## src/stc_pkg.sv

```systemverilog
// Shared types, token codes and character helpers for the source tokenizer.
// Used by stc_lexer, stc_out_fifo and source_tokenizer_core; no dependencies.
package stc_pkg;

  // Default width of line, column and length counters
  localparam int unsigned POS_WIDTH_DEF = 16;

  // Result buffer depth (power of two)
  localparam int unsigned FIFO_DEPTH = 4;
  localparam int unsigned FIFO_AW    = $clog2(FIFO_DEPTH);
  localparam int unsigned FIFO_LW    = $clog2(FIFO_DEPTH + 1);

  // Output field widths
  localparam int unsigned OUT_POS_W  = 16;

  // Characters with special meaning
  localparam logic [7:0] CH_UNDER = 8'h5F;
  localparam logic [7:0] CH_DOT   = 8'h2E;
  localparam logic [7:0] CH_NL    = 8'h0A;
  localparam logic [7:0] CH_EQ    = 8'h3D;
  localparam logic [7:0] CH_GT    = 8'h3E;
  localparam logic [7:0] CH_LT    = 8'h3C;
  localparam logic [7:0] CH_BANG  = 8'h21;
  localparam logic [7:0] CH_MINUS = 8'h2D;
  localparam logic [7:0] CH_QUOTE = 8'h22;

  // Token kinds
  typedef enum logic [4:0] {
    K_LPAREN  = 5'd0,
    K_RPAREN  = 5'd1,
    K_LBRACE  = 5'd2,
    K_RBRACE  = 5'd3,
    K_LBRACK  = 5'd4,
    K_RBRACK  = 5'd5,
    K_COMMA   = 5'd6,
    K_ASSIGN  = 5'd7,
    K_EQ      = 5'd8,
    K_UNDER   = 5'd9,
    K_PLUS    = 5'd10,
    K_MINUS   = 5'd11,
    K_ARROW   = 5'd12,
    K_STAR    = 5'd13,
    K_SLASH   = 5'd14,
    K_PERCENT = 5'd15,
    K_SEMI    = 5'd16,
    K_BANG    = 5'd17,
    K_NE      = 5'd18,
    K_LT      = 5'd19,
    K_LE      = 5'd20,
    K_GT      = 5'd21,
    K_GE      = 5'd22,
    K_COLON   = 5'd23,
    K_STRING  = 5'd24,
    K_INT     = 5'd25,
    K_FLOAT   = 5'd26,
    K_IDENT   = 5'd27,
    K_EOF     = 5'd28,
    K_ERR     = 5'd29
  } kind_e;

  // Pending-token mode
  typedef enum logic [3:0] {
    M_IDLE   = 4'd0,
    M_EQ     = 4'd1,
    M_BANG   = 4'd2,
    M_LT     = 4'd3,
    M_GT     = 4'd4,
    M_MINUS  = 4'd5,
    M_UNDER  = 4'd6,
    M_IDENT  = 4'd7,
    M_INT    = 4'd8,
    M_FLOAT  = 4'd9,
    M_STRING = 4'd10
  } mode_e;

  // One result beat
  typedef struct packed {
    kind_e                 kind;
    logic [OUT_POS_W-1:0]  line;
    logic [OUT_POS_W-1:0]  col;
    logic [OUT_POS_W-1:0]  len;
    logic                  last;
  } token_t;

  // Single-character token lookup
  typedef struct packed {
    logic  hit;
    kind_e kind;
  } single_t;

  // Result buffer status
  typedef struct packed {
    logic               valid;
    logic               room2;
    logic [FIFO_LW-1:0] level;
  } fifo_stat_t;

  function automatic logic is_alpha(input logic [7:0] c);
    return ((c >= 8'h61) && (c <= 8'h7A)) || ((c >= 8'h41) && (c <= 8'h5A));
  endfunction

  function automatic logic is_digit(input logic [7:0] c);
    return (c >= 8'h30) && (c <= 8'h39);
  endfunction

  function automatic single_t single_kind(input logic [7:0] c);
    single_t s;
    s.hit  = 1'b1;
    s.kind = K_LPAREN;
    unique case (c)
      8'h28:   s.kind = K_LPAREN;
      8'h29:   s.kind = K_RPAREN;
      8'h7B:   s.kind = K_LBRACE;
      8'h7D:   s.kind = K_RBRACE;
      8'h5B:   s.kind = K_LBRACK;
      8'h5D:   s.kind = K_RBRACK;
      8'h2C:   s.kind = K_COMMA;
      8'h2B:   s.kind = K_PLUS;
      8'h2A:   s.kind = K_STAR;
      8'h2F:   s.kind = K_SLASH;
      8'h25:   s.kind = K_PERCENT;
      8'h3B:   s.kind = K_SEMI;
      8'h3A:   s.kind = K_COLON;
      default: s.hit  = 1'b0;
    endcase
    return s;
  endfunction

endpackage

```

## src/stc_lexer.sv

```systemverilog
// Lexer state and per-character next-state logic; yields up to two tokens.
// Depends on stc_pkg.
module stc_lexer #(
  parameter int unsigned POS_WIDTH = stc_pkg::POS_WIDTH_DEF
) (
  input  logic            clk_i,
  input  logic            rst_ni,
  input  logic            fire_i,      // process the held character this cycle
  input  logic [7:0]      ch_i,
  input  logic            eoi_i,
  output stc_pkg::token_t res_o [2],
  output logic [1:0]      res_cnt_o,
  output stc_pkg::mode_e  lex_mode_o
);

  localparam logic [POS_WIDTH-1:0] ONE = POS_WIDTH'(1);
  localparam logic [POS_WIDTH-1:0] TWO = POS_WIDTH'(2);

  stc_pkg::mode_e        mode_q, mode_d;
  logic [POS_WIDTH-1:0]  cur_line_q, cur_line_d;
  logic [POS_WIDTH-1:0]  cur_col_q, cur_col_d;
  logic [POS_WIDTH-1:0]  tok_line_q, tok_line_d;
  logic [POS_WIDTH-1:0]  tok_col_q, tok_col_d;
  logic [POS_WIDTH-1:0]  tok_len_q, tok_len_d;

  stc_pkg::token_t       res [2];
  logic [1:0]            n;
  logic                  restart;
  logic                  adv;
  stc_pkg::single_t      sk;
  stc_pkg::kind_e        op_one, op_two;

  function automatic logic [POS_WIDTH-1:0] sat_inc(input logic [POS_WIDTH-1:0] v);
    return (&v) ? v : v + 1'b1;
  endfunction

  function automatic stc_pkg::token_t mk(input stc_pkg::kind_e k,
                                         input logic [POS_WIDTH-1:0] l,
                                         input logic [POS_WIDTH-1:0] c,
                                         input logic [POS_WIDTH-1:0] len);
    stc_pkg::token_t t;
    t.kind = k;
    t.line = stc_pkg::OUT_POS_W'(l);
    t.col  = stc_pkg::OUT_POS_W'(c);
    t.len  = stc_pkg::OUT_POS_W'(len);
    t.last = 1'b0;
    return t;
  endfunction

  assign sk = stc_pkg::single_kind(ch_i);

  // Kinds for the one-char operators that wait for a following '='
  always_comb begin
    unique case (mode_q)
      stc_pkg::M_EQ:   begin op_one = stc_pkg::K_ASSIGN; op_two = stc_pkg::K_EQ; end
      stc_pkg::M_BANG: begin op_one = stc_pkg::K_BANG;   op_two = stc_pkg::K_NE; end
      stc_pkg::M_LT:   begin op_one = stc_pkg::K_LT;     op_two = stc_pkg::K_LE; end
      default:         begin op_one = stc_pkg::K_GT;     op_two = stc_pkg::K_GE; end
    endcase
  end

  // Next state and emitted tokens
  always_comb begin
    mode_d     = mode_q;
    cur_line_d = cur_line_q;
    cur_col_d  = cur_col_q;
    tok_line_d = tok_line_q;
    tok_col_d  = tok_col_q;
    tok_len_d  = tok_len_q;
    res[0]     = '0;
    res[1]     = '0;
    n          = 2'd0;
    restart    = 1'b0;
    adv        = 1'b0;

    if (eoi_i) begin
      // flush pending token, then eof at the current position
      unique case (mode_q) inside
        stc_pkg::M_EQ, stc_pkg::M_BANG, stc_pkg::M_LT, stc_pkg::M_GT: begin
          res[0] = mk(op_one, tok_line_q, tok_col_q, ONE);
          n = 2'd1;
        end
        stc_pkg::M_MINUS: begin
          res[0] = mk(stc_pkg::K_MINUS, tok_line_q, tok_col_q, ONE);
          n = 2'd1;
        end
        stc_pkg::M_UNDER: begin
          res[0] = mk(stc_pkg::K_UNDER, tok_line_q, tok_col_q, ONE);
          n = 2'd1;
        end
        stc_pkg::M_IDENT: begin
          res[0] = mk(stc_pkg::K_IDENT, tok_line_q, tok_col_q, tok_len_q);
          n = 2'd1;
        end
        stc_pkg::M_INT: begin
          res[0] = mk(stc_pkg::K_INT, tok_line_q, tok_col_q, tok_len_q);
          n = 2'd1;
        end
        stc_pkg::M_FLOAT: begin
          res[0] = mk(stc_pkg::K_FLOAT, tok_line_q, tok_col_q, tok_len_q);
          n = 2'd1;
        end
        stc_pkg::M_STRING: begin
          res[0] = mk(stc_pkg::K_ERR, tok_line_q, tok_col_q, tok_len_q);
          n = 2'd1;
        end
        default: ;
      endcase
      res[n[0]] = mk(stc_pkg::K_EOF, cur_line_q, cur_col_q, '0);
      n = n + 2'd1;
      mode_d = stc_pkg::M_IDLE;
    end else begin
      unique case (mode_q) inside
        stc_pkg::M_EQ, stc_pkg::M_BANG, stc_pkg::M_LT, stc_pkg::M_GT: begin
          if (ch_i == stc_pkg::CH_EQ) begin
            res[0] = mk(op_two, tok_line_q, tok_col_q, TWO);
            n = 2'd1;
            mode_d = stc_pkg::M_IDLE;
            adv = 1'b1;
          end else begin
            res[0] = mk(op_one, tok_line_q, tok_col_q, ONE);
            n = 2'd1;
            restart = 1'b1;
          end
        end
        stc_pkg::M_MINUS: begin
          if (ch_i == stc_pkg::CH_GT) begin
            res[0] = mk(stc_pkg::K_ARROW, tok_line_q, tok_col_q, TWO);
            n = 2'd1;
            mode_d = stc_pkg::M_IDLE;
            adv = 1'b1;
          end else begin
            res[0] = mk(stc_pkg::K_MINUS, tok_line_q, tok_col_q, ONE);
            n = 2'd1;
            restart = 1'b1;
          end
        end
        stc_pkg::M_UNDER: begin
          if (stc_pkg::is_alpha(ch_i)) begin
            tok_len_d = sat_inc(tok_len_q);
            mode_d = stc_pkg::M_IDENT;
            adv = 1'b1;
          end else begin
            res[0] = mk(stc_pkg::K_UNDER, tok_line_q, tok_col_q, ONE);
            n = 2'd1;
            restart = 1'b1;
          end
        end
        stc_pkg::M_IDENT: begin
          if (stc_pkg::is_alpha(ch_i) || stc_pkg::is_digit(ch_i) ||
              (ch_i == stc_pkg::CH_UNDER)) begin
            tok_len_d = sat_inc(tok_len_q);
            adv = 1'b1;
          end else begin
            res[0] = mk(stc_pkg::K_IDENT, tok_line_q, tok_col_q, tok_len_q);
            n = 2'd1;
            restart = 1'b1;
          end
        end
        stc_pkg::M_INT: begin
          if (stc_pkg::is_digit(ch_i) || (ch_i == stc_pkg::CH_DOT)) begin
            tok_len_d = sat_inc(tok_len_q);
            if (ch_i == stc_pkg::CH_DOT) begin
              mode_d = stc_pkg::M_FLOAT;
            end
            adv = 1'b1;
          end else begin
            res[0] = mk(stc_pkg::K_INT, tok_line_q, tok_col_q, tok_len_q);
            n = 2'd1;
            restart = 1'b1;
          end
        end
        stc_pkg::M_FLOAT: begin
          if (stc_pkg::is_digit(ch_i)) begin
            tok_len_d = sat_inc(tok_len_q);
            adv = 1'b1;
          end else begin
            res[0] = mk(stc_pkg::K_FLOAT, tok_line_q, tok_col_q, tok_len_q);
            n = 2'd1;
            restart = 1'b1;
          end
        end
        stc_pkg::M_STRING: begin
          if (ch_i == stc_pkg::CH_QUOTE) begin
            res[0] = mk(stc_pkg::K_STRING, tok_line_q, tok_col_q, tok_len_q);
            n = 2'd1;
            mode_d = stc_pkg::M_IDLE;
          end else if (ch_i == stc_pkg::CH_NL) begin
            // string left open at end of line
            res[0] = mk(stc_pkg::K_ERR, tok_line_q, tok_col_q, tok_len_q);
            n = 2'd1;
            mode_d = stc_pkg::M_IDLE;
          end else begin
            tok_len_d = sat_inc(tok_len_q);
          end
          adv = 1'b1;
        end
        default: restart = 1'b1;
      endcase

      // Character seen from idle, or one that ends the pending token: start a new token
      if (restart) begin
        tok_line_d = cur_line_q;
        tok_col_d  = cur_col_q;
        tok_len_d  = ONE;
        mode_d     = stc_pkg::M_IDLE;
        adv        = 1'b1;
        if (sk.hit) begin
          res[n[0]] = mk(sk.kind, cur_line_q, cur_col_q, ONE);
          n = n + 2'd1;
        end else if (ch_i == stc_pkg::CH_EQ) begin
          mode_d = stc_pkg::M_EQ;
        end else if (ch_i == stc_pkg::CH_BANG) begin
          mode_d = stc_pkg::M_BANG;
        end else if (ch_i == stc_pkg::CH_LT) begin
          mode_d = stc_pkg::M_LT;
        end else if (ch_i == stc_pkg::CH_GT) begin
          mode_d = stc_pkg::M_GT;
        end else if (ch_i == stc_pkg::CH_MINUS) begin
          mode_d = stc_pkg::M_MINUS;
        end else if (ch_i == stc_pkg::CH_UNDER) begin
          mode_d = stc_pkg::M_UNDER;
        end else if (stc_pkg::is_alpha(ch_i)) begin
          mode_d = stc_pkg::M_IDENT;
        end else if (stc_pkg::is_digit(ch_i)) begin
          mode_d = stc_pkg::M_INT;
        end else if (ch_i == stc_pkg::CH_QUOTE) begin
          // text starts right after the opening quote
          tok_col_d = sat_inc(cur_col_q);
          tok_len_d = '0;
          mode_d    = stc_pkg::M_STRING;
        end
      end

      // Position of the next character
      if (adv) begin
        if (ch_i == stc_pkg::CH_NL) begin
          cur_line_d = sat_inc(cur_line_q);
          cur_col_d  = ONE;
        end else begin
          cur_col_d  = sat_inc(cur_col_q);
        end
      end
    end

    res[0].last = (n == 2'd1);
    res[1].last = (n == 2'd2);
  end

  // State registers
  always_ff @(posedge clk_i or negedge rst_ni) begin
    if (!rst_ni) begin
      mode_q     <= stc_pkg::M_IDLE;
      cur_line_q <= ONE;
      cur_col_q  <= ONE;
      tok_line_q <= ONE;
      tok_col_q  <= ONE;
      tok_len_q  <= '0;
    end else if (fire_i) begin
      mode_q     <= mode_d;
      cur_line_q <= cur_line_d;
      cur_col_q  <= cur_col_d;
      tok_line_q <= tok_line_d;
      tok_col_q  <= tok_col_d;
      tok_len_q  <= tok_len_d;
    end
  end

  assign res_o      = res;
  assign res_cnt_o  = fire_i ? n : 2'd0;
  assign lex_mode_o = mode_q;

endmodule

```

## src/stc_out_fifo.sv

```systemverilog
// Small result buffer: takes up to two tokens per cycle, hands out one beat.
// Depends on stc_pkg.
module stc_out_fifo (
  input  logic                clk_i,
  input  logic                rst_ni,
  input  logic [1:0]          push_cnt_i,
  input  stc_pkg::token_t     push_data_i [2],
  input  logic                pop_i,
  output stc_pkg::token_t     head_o,
  output stc_pkg::fifo_stat_t stat_o
);

  stc_pkg::token_t                  mem_q [stc_pkg::FIFO_DEPTH];
  logic [stc_pkg::FIFO_AW-1:0]      wr_q, rd_q;
  logic [stc_pkg::FIFO_LW-1:0]      level_q, level_d;
  logic [stc_pkg::FIFO_AW-1:0]      wr_nxt;

  assign wr_nxt = wr_q + 1'b1;

  // Entry writes
  always_ff @(posedge clk_i) begin
    if (push_cnt_i != 2'd0) begin
      mem_q[wr_q] <= push_data_i[0];
    end
    if (push_cnt_i == 2'd2) begin
      mem_q[wr_nxt] <= push_data_i[1];
    end
  end

  assign level_d = level_q + stc_pkg::FIFO_LW'(push_cnt_i) - stc_pkg::FIFO_LW'(pop_i);

  // Pointers and fill level
  always_ff @(posedge clk_i or negedge rst_ni) begin
    if (!rst_ni) begin
      wr_q    <= '0;
      rd_q    <= '0;
      level_q <= '0;
    end else begin
      wr_q    <= wr_q + stc_pkg::FIFO_AW'(push_cnt_i);
      rd_q    <= rd_q + stc_pkg::FIFO_AW'(pop_i);
      level_q <= level_d;
    end
  end

  assign head_o       = mem_q[rd_q];
  assign stat_o.valid = (level_q != '0);
  assign stat_o.room2 = (level_q <= stc_pkg::FIFO_LW'(stc_pkg::FIFO_DEPTH - 2));
  assign stat_o.level = level_q;

endmodule

```

## src/source_tokenizer_core.sv

```systemverilog
// Source tokenizer: accepted input beats are registered, lexed and buffered for output.
// Throughput: one character per cycle while the result buffer has room for two tokens,
// else the input is held; the output moves one result beat per cycle while tready is high.
// Reset (async, active low): mode idle, line and column 1, length 0, buffers empty.
// Depends on stc_pkg, stc_lexer and stc_out_fifo.
module source_tokenizer_core #(
  parameter int unsigned POS_WIDTH = stc_pkg::POS_WIDTH_DEF
) (
  input  logic        clk_i,
  input  logic        rst_ni,
  input  logic        s_axis_tvalid,
  output logic        s_axis_tready,
  input  logic [7:0]  s_axis_tdata,   // [7:0] ch
  input  logic        s_axis_tuser,   // [0] end_of_input
  output logic        m_axis_tvalid,
  input  logic        m_axis_tready,
  output logic [55:0] m_axis_tdata,   // [4:0] token_kind, [20:5] start_line,
                                      // [36:21] start_col, [52:37] text_length
  output logic        m_axis_tlast    // last
);

  logic                in_valid_q;
  logic [7:0]          ch_q;
  logic                eoi_q;
  logic                in_accept;
  logic                lex_fire;

  stc_pkg::token_t     res [2];
  logic [1:0]          res_cnt;
  stc_pkg::mode_e      lex_mode;
  stc_pkg::token_t     head;
  stc_pkg::fifo_stat_t fifo_stat;
  logic                pop;

  // Input register stage
  assign lex_fire      = in_valid_q && fifo_stat.room2;
  assign s_axis_tready = !in_valid_q || lex_fire;
  assign in_accept     = s_axis_tvalid && s_axis_tready;

  always_ff @(posedge clk_i or negedge rst_ni) begin
    if (!rst_ni) begin
      in_valid_q <= 1'b0;
    end else if (in_accept) begin
      in_valid_q <= 1'b1;
    end else if (lex_fire) begin
      in_valid_q <= 1'b0;
    end
  end

  always_ff @(posedge clk_i) begin
    if (in_accept) begin
      ch_q  <= s_axis_tdata;
      eoi_q <= s_axis_tuser;
    end
  end

  // Lexer
  stc_lexer #(
    .POS_WIDTH (POS_WIDTH)
  ) u_lexer (
    .clk_i      (clk_i),
    .rst_ni     (rst_ni),
    .fire_i     (lex_fire),
    .ch_i       (ch_q),
    .eoi_i      (eoi_q),
    .res_o      (res),
    .res_cnt_o  (res_cnt),
    .lex_mode_o (lex_mode)
  );

  // Result buffer
  assign pop = fifo_stat.valid && m_axis_tready;

  stc_out_fifo u_out_fifo (
    .clk_i       (clk_i),
    .rst_ni      (rst_ni),
    .push_cnt_i  (res_cnt),
    .push_data_i (res),
    .pop_i       (pop),
    .head_o      (head),
    .stat_o      (fifo_stat)
  );

  assign m_axis_tvalid = fifo_stat.valid;
  assign m_axis_tdata  = {3'b000, head.len, head.col, head.line, head.kind};
  assign m_axis_tlast  = head.last;

  // Checks
  a_level_bound: assert property (@(posedge clk_i) disable iff (!rst_ni)
    fifo_stat.level <= stc_pkg::FIFO_LW'(stc_pkg::FIFO_DEPTH))
    else $error("result buffer overflow");

  a_eof_last: assert property (@(posedge clk_i) disable iff (!rst_ni)
    (m_axis_tvalid && (head.kind == stc_pkg::K_EOF)) |-> m_axis_tlast)
    else $error("eof beat without tlast");

  a_eoi_idle: assert property (@(posedge clk_i) disable iff (!rst_ni)
    (lex_fire && eoi_q) |=> (lex_mode == stc_pkg::M_IDLE))
    else $error("lexer not idle after end of input");

  a_eoi_results: assert property (@(posedge clk_i) disable iff (!rst_ni)
    (lex_fire && eoi_q) |-> (res_cnt != 2'd0))
    else $error("end of input gave no result");

endmodule

```

## config.mk

```make
export PLATFORM = sky130hd
export DESIGN_NAME = source_tokenizer_core
export DESIGN_NICKNAME = d
export VERILOG_FILES = /design/src/stc_pkg.sv /design/src/stc_lexer.sv /design/src/stc_out_fifo.sv /design/src/source_tokenizer_core.sv
export SDC_FILE = /design/constraint.sdc
export NUM_CORES = 1
export LEC_CHECK = 0
export BUFFER_PORTS_ARGS = -buffer_cell sky130_fd_sc_hd__buf_2
export CAP_MARGIN = 5
export CORE_MARGIN = 4
export CORE_UTILIZATION = 55
export DETAILED_ROUTE_END_ITERATION = 16
export PLACE_DENSITY_LB_ADDON = 0.15
export SETUP_SLACK_MARGIN = 0.4
export SYNTH_ARGS = -nofsm -noshare
export SYNTH_HDL_FRONTEND = slang
export SYNTH_SLANG_ARGS = --single-unit
```

## constraint.sdc

```tcl
create_clock -name clk_i -period 9.1 [get_ports clk_i]
set_input_delay 0.455 -clock clk_i [delete_from_list [all_inputs] [get_ports clk_i]]
set_output_delay 0.455 -clock clk_i [all_outputs]
set_load 0.03 [all_outputs]
```

# Word-level counts from Yosys, hierarchy flattened
# Memories as Yosys holds them, arrays and structs flattened.
# Cells that the tools add are included.
classes:
  bitwise_logic: 4
  reduce_logical: 31
  magnitude_cmp: 11
  eq_ne: 47
  n_addsub: 10
  n_mux: 113
ops:
  columns: ["operator", "count"]
  rows:
  - ["$pmux 54 s7", 2]
  - ["$mux 54", 10]
  - ["$mux 16", 29]
  - ["$mux 108", 3]
  - ["$bwmux 108", 2]
  - ["$eq 8x6->1 const B", 16]
  - ["$demux 54 s1", 2]
  - ["$pmux 16 s5", 1]
  - ["$mux 4", 19]
  - ["$pmux 5 s12", 1]
  - ["$mux 53", 1]
  - ["$mux 52", 1]
  - ["$add 16x1->16 const B", 3]
  - ["$reduce_and 16->1", 3]
  - ["$eq 8x7->1 const B", 5]
  - ["$pmux 5 s3", 2]
  - ["$mux 1", 29]
  - ["$pmux 4 s5", 1]
  - ["$ne 3x3->1 const B", 6]
  - ["$eq 4x3->1 const B", 4]
  - ["$ge 8x7->1 const B", 2]
  - ["$le 8x7->1 const B", 2]
  - ["$ne 4x4->1 const B", 4]
  - ["$mux 2", 7]
  - ["other kinds (37)", 61]
word_totals:
  elab_cells: 229
  mem_count: 1
  ram_bits: 216
  reg_bits: 101
  inputBits: 13
memory_table:
  columns: ["memory", "words", "word_bits", "read_ports", "rd_clocked_by_memory_dff", "wr", "line_no", "rtl"]
  rows:
  - ["u_out_fifo.mem_q", 4, 54, 1, 0, 2, "stc_out_fifo.sv:13", "stc_pkg::token_t mem_q [stc_pkg::FIFO_DEPTH];"]

# Depth between registers and ports, before layout
logic_depth:
  depth_word: 17
  ltp_mapped: 16
  depth_no_buf: 14

# By module
# From an unflattened synthesis, not the netlist that was laid out.
unflattened:
  cells_unflattened: 1395
  hier_area_um2: 18151.2
modules_own_cells:
  columns: ["mod", "seq_area_each_um2", "area_per_inst_um2", "instances", "cells_per_inst"]
  rows:
  - ["stc_out_fifo", 6661.4, 11247.0, 1, 561]
  - ["stc_lexer", 2107.0, 6541.3, 1, 815]
  - ["source_tokenizer_core", 295.3, 362.8, 1, 19]

# Worst setup path before layout
# No wires, ideal clock.
synth_timing:
  path_kind: "flip-flop to flip-flop"
  start: "register ch_q[0]"
  end: "memory u_out_fifo.mem_q[0][0] (netlist name) (enable)"
  setup_ns: 0.540
  required_time_ns: 8.560
  period_less_slack_ns: 6.654
  path_slack_ns: 2.446
  stages_incl_launch_ff: 13
  arrival_ns: 6.113
  path_cell_list: "edfxtp_1 -> buf_2 -> buf_2 -> and2b_1 -> a21oi_1 -> o21a_1 -> nor3_4 -> nand3_1 -> ha_1 -> nor3_1 -> o21ai_0 -> o311ai_0 -> o21ai_0"
synth_lines:
  columns: ["item", "line_no", "rtl"]
  rows:
  - ["start, declared", "source_tokenizer_core.sv:23", "logic [7:0] ch_q;"]
  - ["start signal, assigned", "source_tokenizer_core.sv:52", "ch_q <= s_axis_tdata;"]
  - ["end, declared", "stc_out_fifo.sv:13", null]

==> summary.md <==
| Metric | Value |
|---|---|
| Worst slew margin | `26.0%` |
| Core Footprint | `0.0306 sq mm` |
| CTS tree | `yes` |
| Setup bufs post-CTS | `0` |
| Fmax achieved | `0.179 GHz` |
| M2 GR Usage | `41.0%` |
| XOR/XNOR share of the synthesized area | `1.70%` |
| Dpl ws | `3.57 ns` |
| Port Buf Inserts | `68` |
| HP Class | `in -> reg` |
| Max_cap viols | `0` |
| Psw | `2410 uW` |
| Post-synthesis simple-gate area fraction | `14.0%` |
| Syn avg cell area | `11.5 sq um` |
| First drt pass iteration count | `7` |
| FP Rows | `64` |
| Worst Clk Skew | `0.00921 ns` |
| Reg power frac | `36.5%` |
| Worst slew pin tran | `1.10 ns` |
| Hold Buf Count CTS | `1` |
| Synth top area cells | `edfxtp_1, dfrtp_1, mux2i_1` |
| Worst Path Max Fanout | `40` |
| Die height | `184 um` |
| CTS Buf Count | `35` |
| Sink Count | `317` |
| Flops & latches, synth | `317` |
| Mux share of post-synthesis cell area | `16.4%` |
| Iter 0 DRT Violations | `1,222` |
| Critical Path Source Type | `register` |
| Post-synthesis compound-gate area fraction | `10.0%` |
| VDD IR max | `0.213 mV` |
| GRT overflow | `0` |
| CP cell instances | `nor4_1 > nand3_1 > a21boi_1 > nor3_4 > nand3_1 > ha_1 > nor2_1 > o211ai_4 > a211o_2 > buf_4 > o21ai_4 > buf_4` |
| Crit path kind | `reg -> reg` |
| Worst skew pair latency | `0.52 ns` |
| Die area | `0.0338 sq mm` |
| Ys Warns | `0` |
| Critical path required time | `9.26 ns` |
| Count of final hold-check violations | `0` |
| Post-synth cell types | `83` |
| Io pins | `72` |
| # DRC | `0` |
| Adder-Cell Fraction of Synth Area | `0.780%` |
| Main combinational cell family by area after synthesis | `multiplexers` |
| Gate Count Post-Synth | `1,482` |
| Starting Density | `55.6%` |
| GRT met3 Usage | `3.50%` |
| Final WS setup | `3.52 ns` |
| All-layer global routing usage | `25.1%` |
| Detail Placement HPWL | `25,600 um` |
| Initial antenna violation count | `0` |
| Comb power frac | `40.6%` |
| First-pass GRT wire length | `67,600 um` |
| CP peak stage delay | `0.67 ns` |
| CP Data Arrival Time | `5.74 ns` |
| Post-synth EDFFs | `225` |
| Sequential cell area fraction in the yosys report | `53.3%` |
| WL final | `42,200 um` |
| Die width | `184 um` |
| Pint | `3470 uW` |
| Detail Route Antenna Nets | `0` |
| # setup viols final | `0` |
| Cell Area, Synth | `0.0170 sq mm` |
| Crit. End Element | `register` |
| Async SR Flop Fraction | `29.0%` |
| Most numerous cell in the Yosys netlist | `nand2_1` |
| RSZ-0062 raised after global routing | `no` |
| CTS root buf | `clkbuf_16` |
| Post-synth top area cell | `edfxtp_1` |
| Synth cell count leaders | `nand2_1, edfxtp_1, mux2i_1` |
| Via count | `11,974` |
| Tcrit/Tclk final | `61.3%` |
| Via density | `6.25` |
| Wire length per cell | `22.0 um` |
| Register clock-pin slew on the reported worst setup and hold paths | `0.06 ns` |
| Largest net degree at the start of global routing | `55` |
| Ant. Diodes | `0` |
| CP max-delay cell | `edfxtp_1` |
| Sw Share | `41.0%` |
| Status | `finished, final reports clean` |
| Static Leak | `0.00779 uW` |
| Clock network power share | `22.9%` |
| GPL Wtd Cong | `0.885` |
| CTS resizes | `0` |
| Vias in the first global route | `11,879` |
| Ys flop type | `edfxtp_1` |
| Final setup TNS | `0 ns` |
| Share of cells above drive strength 1 | `15.7%` |
| Final Max Slew Viols | `0` |
| H-Tree Depth | `2` |
| Final min period | `5.58 ns` |
| Pwr/cell area | `315 mW/mm^2` |
| Clock Path Buffers | `3` |
| Fin nets | `1,517` |
| Met1 Resource Use GR | `36.1%` |
| Most Crowded Layer GR | `met2` |
| Synth top area share | `39.7%` |
| Area grow syn2layout | `9.80%` |
| Finished Core Util | `61.1%` |
| Hold_ws | `0.112 ns` |
[worst paths after layout]
check / depth (start not counted) / end / slack (ns) / startpoint
worst min-delay path: 1 / ch_q[0]$_DFFE_PP_ / 0.11 / s_axis_tdata[0]
max in group asynchronous: 3 / u_out_fifo.rd_q[0]$_DFF_PN0_ / 7.41 / rst_ni
worst max-delay path: 12 / u_out_fifo.mem_q[2][37]$_DFFE_PP_ / 3.52 / ch_q[4]$_DFFE_PP_
worst max register to register: 12 / u_out_fifo.mem_q[2][37]$_DFFE_PP_ / 3.52 / ch_q[4]$_DFFE_PP_
min in group asynchronous: 2 / u_lexer.tok_line_q[8]$_DFFE_PN0P_ / 0.50 / rst_ni
worst min register to register: 1 / u_out_fifo.rd_q[1]$_DFF_PN0_ / 0.46 / u_out_fifo.rd_q[1]$_DFF_PN0_
[sequential cells by signal (all words and copies together) (netlist names), 4 cells and up]
| register | count |
|---|---|
| ch_q | 8 |
| u_lexer.cur_col_q | 16 |
| u_lexer.cur_line_q | 16 |
| u_lexer.lex_mode_o | 4 |
| u_lexer.tok_col_q | 16 |
| u_lexer.tok_len_q | 16 |
| u_lexer.tok_line_q | 16 |
| u_out_fifo.mem_q | 216 |
[power by group through the flow]
stage	Combinational (uW)	Sequential (uW)	Clock [uW]
6_report	2390	2150	1350
5_1_grt	2570	2190	1430
4_1_cts	2400	2150	1370
3_5_place_dp	2390	2180	0
3_3_place_gp	2370	2160	0
2_1_floorplan	1770	2070	0
[layout make-up]
| class | count | area (sq um) |
|---|---|---|
| sequential | 317 | 9070 |
| inverter | 16 | 60.1 |
| tap | 396 | 495 |
| clock buffer | 46 | 948 |
| multi-input combinational | 1028 | 7420 |
| fill | 2511 | 11900 |
| clock inverter | 17 | 129 |
| timing repair buffer | 96 | 556 |
[cell usage in the layout, fill, tap and decap left out, types with 7 or more instances in the layout]
| master | instances |
|---|---|
| nand2_1 | 270 |
| edfxtp_1 | 225 |
| mux2i_1 | 156 |
| nor2_1 | 103 |
| dfrtp_1 | 86 |
| buf_2 | 67 |
| mux4_2 | 54 |
| o21ai_0 | 52 |
| a21oi_1 | 51 |
| clkbuf_16 | 36 |
| nand3_1 | 30 |
| buf_4 | 28 |
| a222oi_1 | 27 |
| nor3_1 | 23 |
| xnor2_1 | 20 |
| nand2b_1 | 17 |
| inv_1 | 16 |
| nand4_1 | 13 |
| xor2_1 | 13 |
| o31ai_1 | 13 |
| nor4_1 | 9 |
| and3_1 | 9 |
| ha_1 | 9 |
| clkbuf_1 | 9 |
| nor2b_1 | 8 |
| or3_1 | 8 |
| o211ai_1 | 8 |
| or4_1 | 7 |
| and2_1 | 7 |
| a21o_1 | 7 |
[per-stage QoR]
stage                     area (sq um)  cells  total power [uW]
final                            18700   1916              5880
after global placement           17600   1852              4530
after global routing             18700   1916              6180
after detailed placement         17600   1852              4570
after floorplan                  17000   1484              3840
after CTS                        18700   1916              5920
[critical path: cells and delay by family, from the launching register on]
family                     cells  cell delay, ns
adders and majority gates      1            0.33
AOI/OAI and AO/OA              4            1.54
and+or+nand+nor                5            1.75
buffers and inverters          2            0.90
DFF                            1            0.67
[per-layer routing]
metal	wire [um]	part of all wire, %	vias up
met5	0	0	-
met4	886	2.1	0
met3	2830	6.7	66
met2	20100	48	428
met1	18400	44	5911
li1	-	-	5569
[logic make-up after synthesis]
kind of cell	Yosys count
other	1
adder cells (fa/ha/maj)	10
flip-flops	317
AO/OA/AOI/OAI	242
buffers and inverters	139
AND/OR/NAND/NOR	529
multiplexers	211
XOR/XNOR	33
No activity file was read; power rests on OpenSTA's default activity.
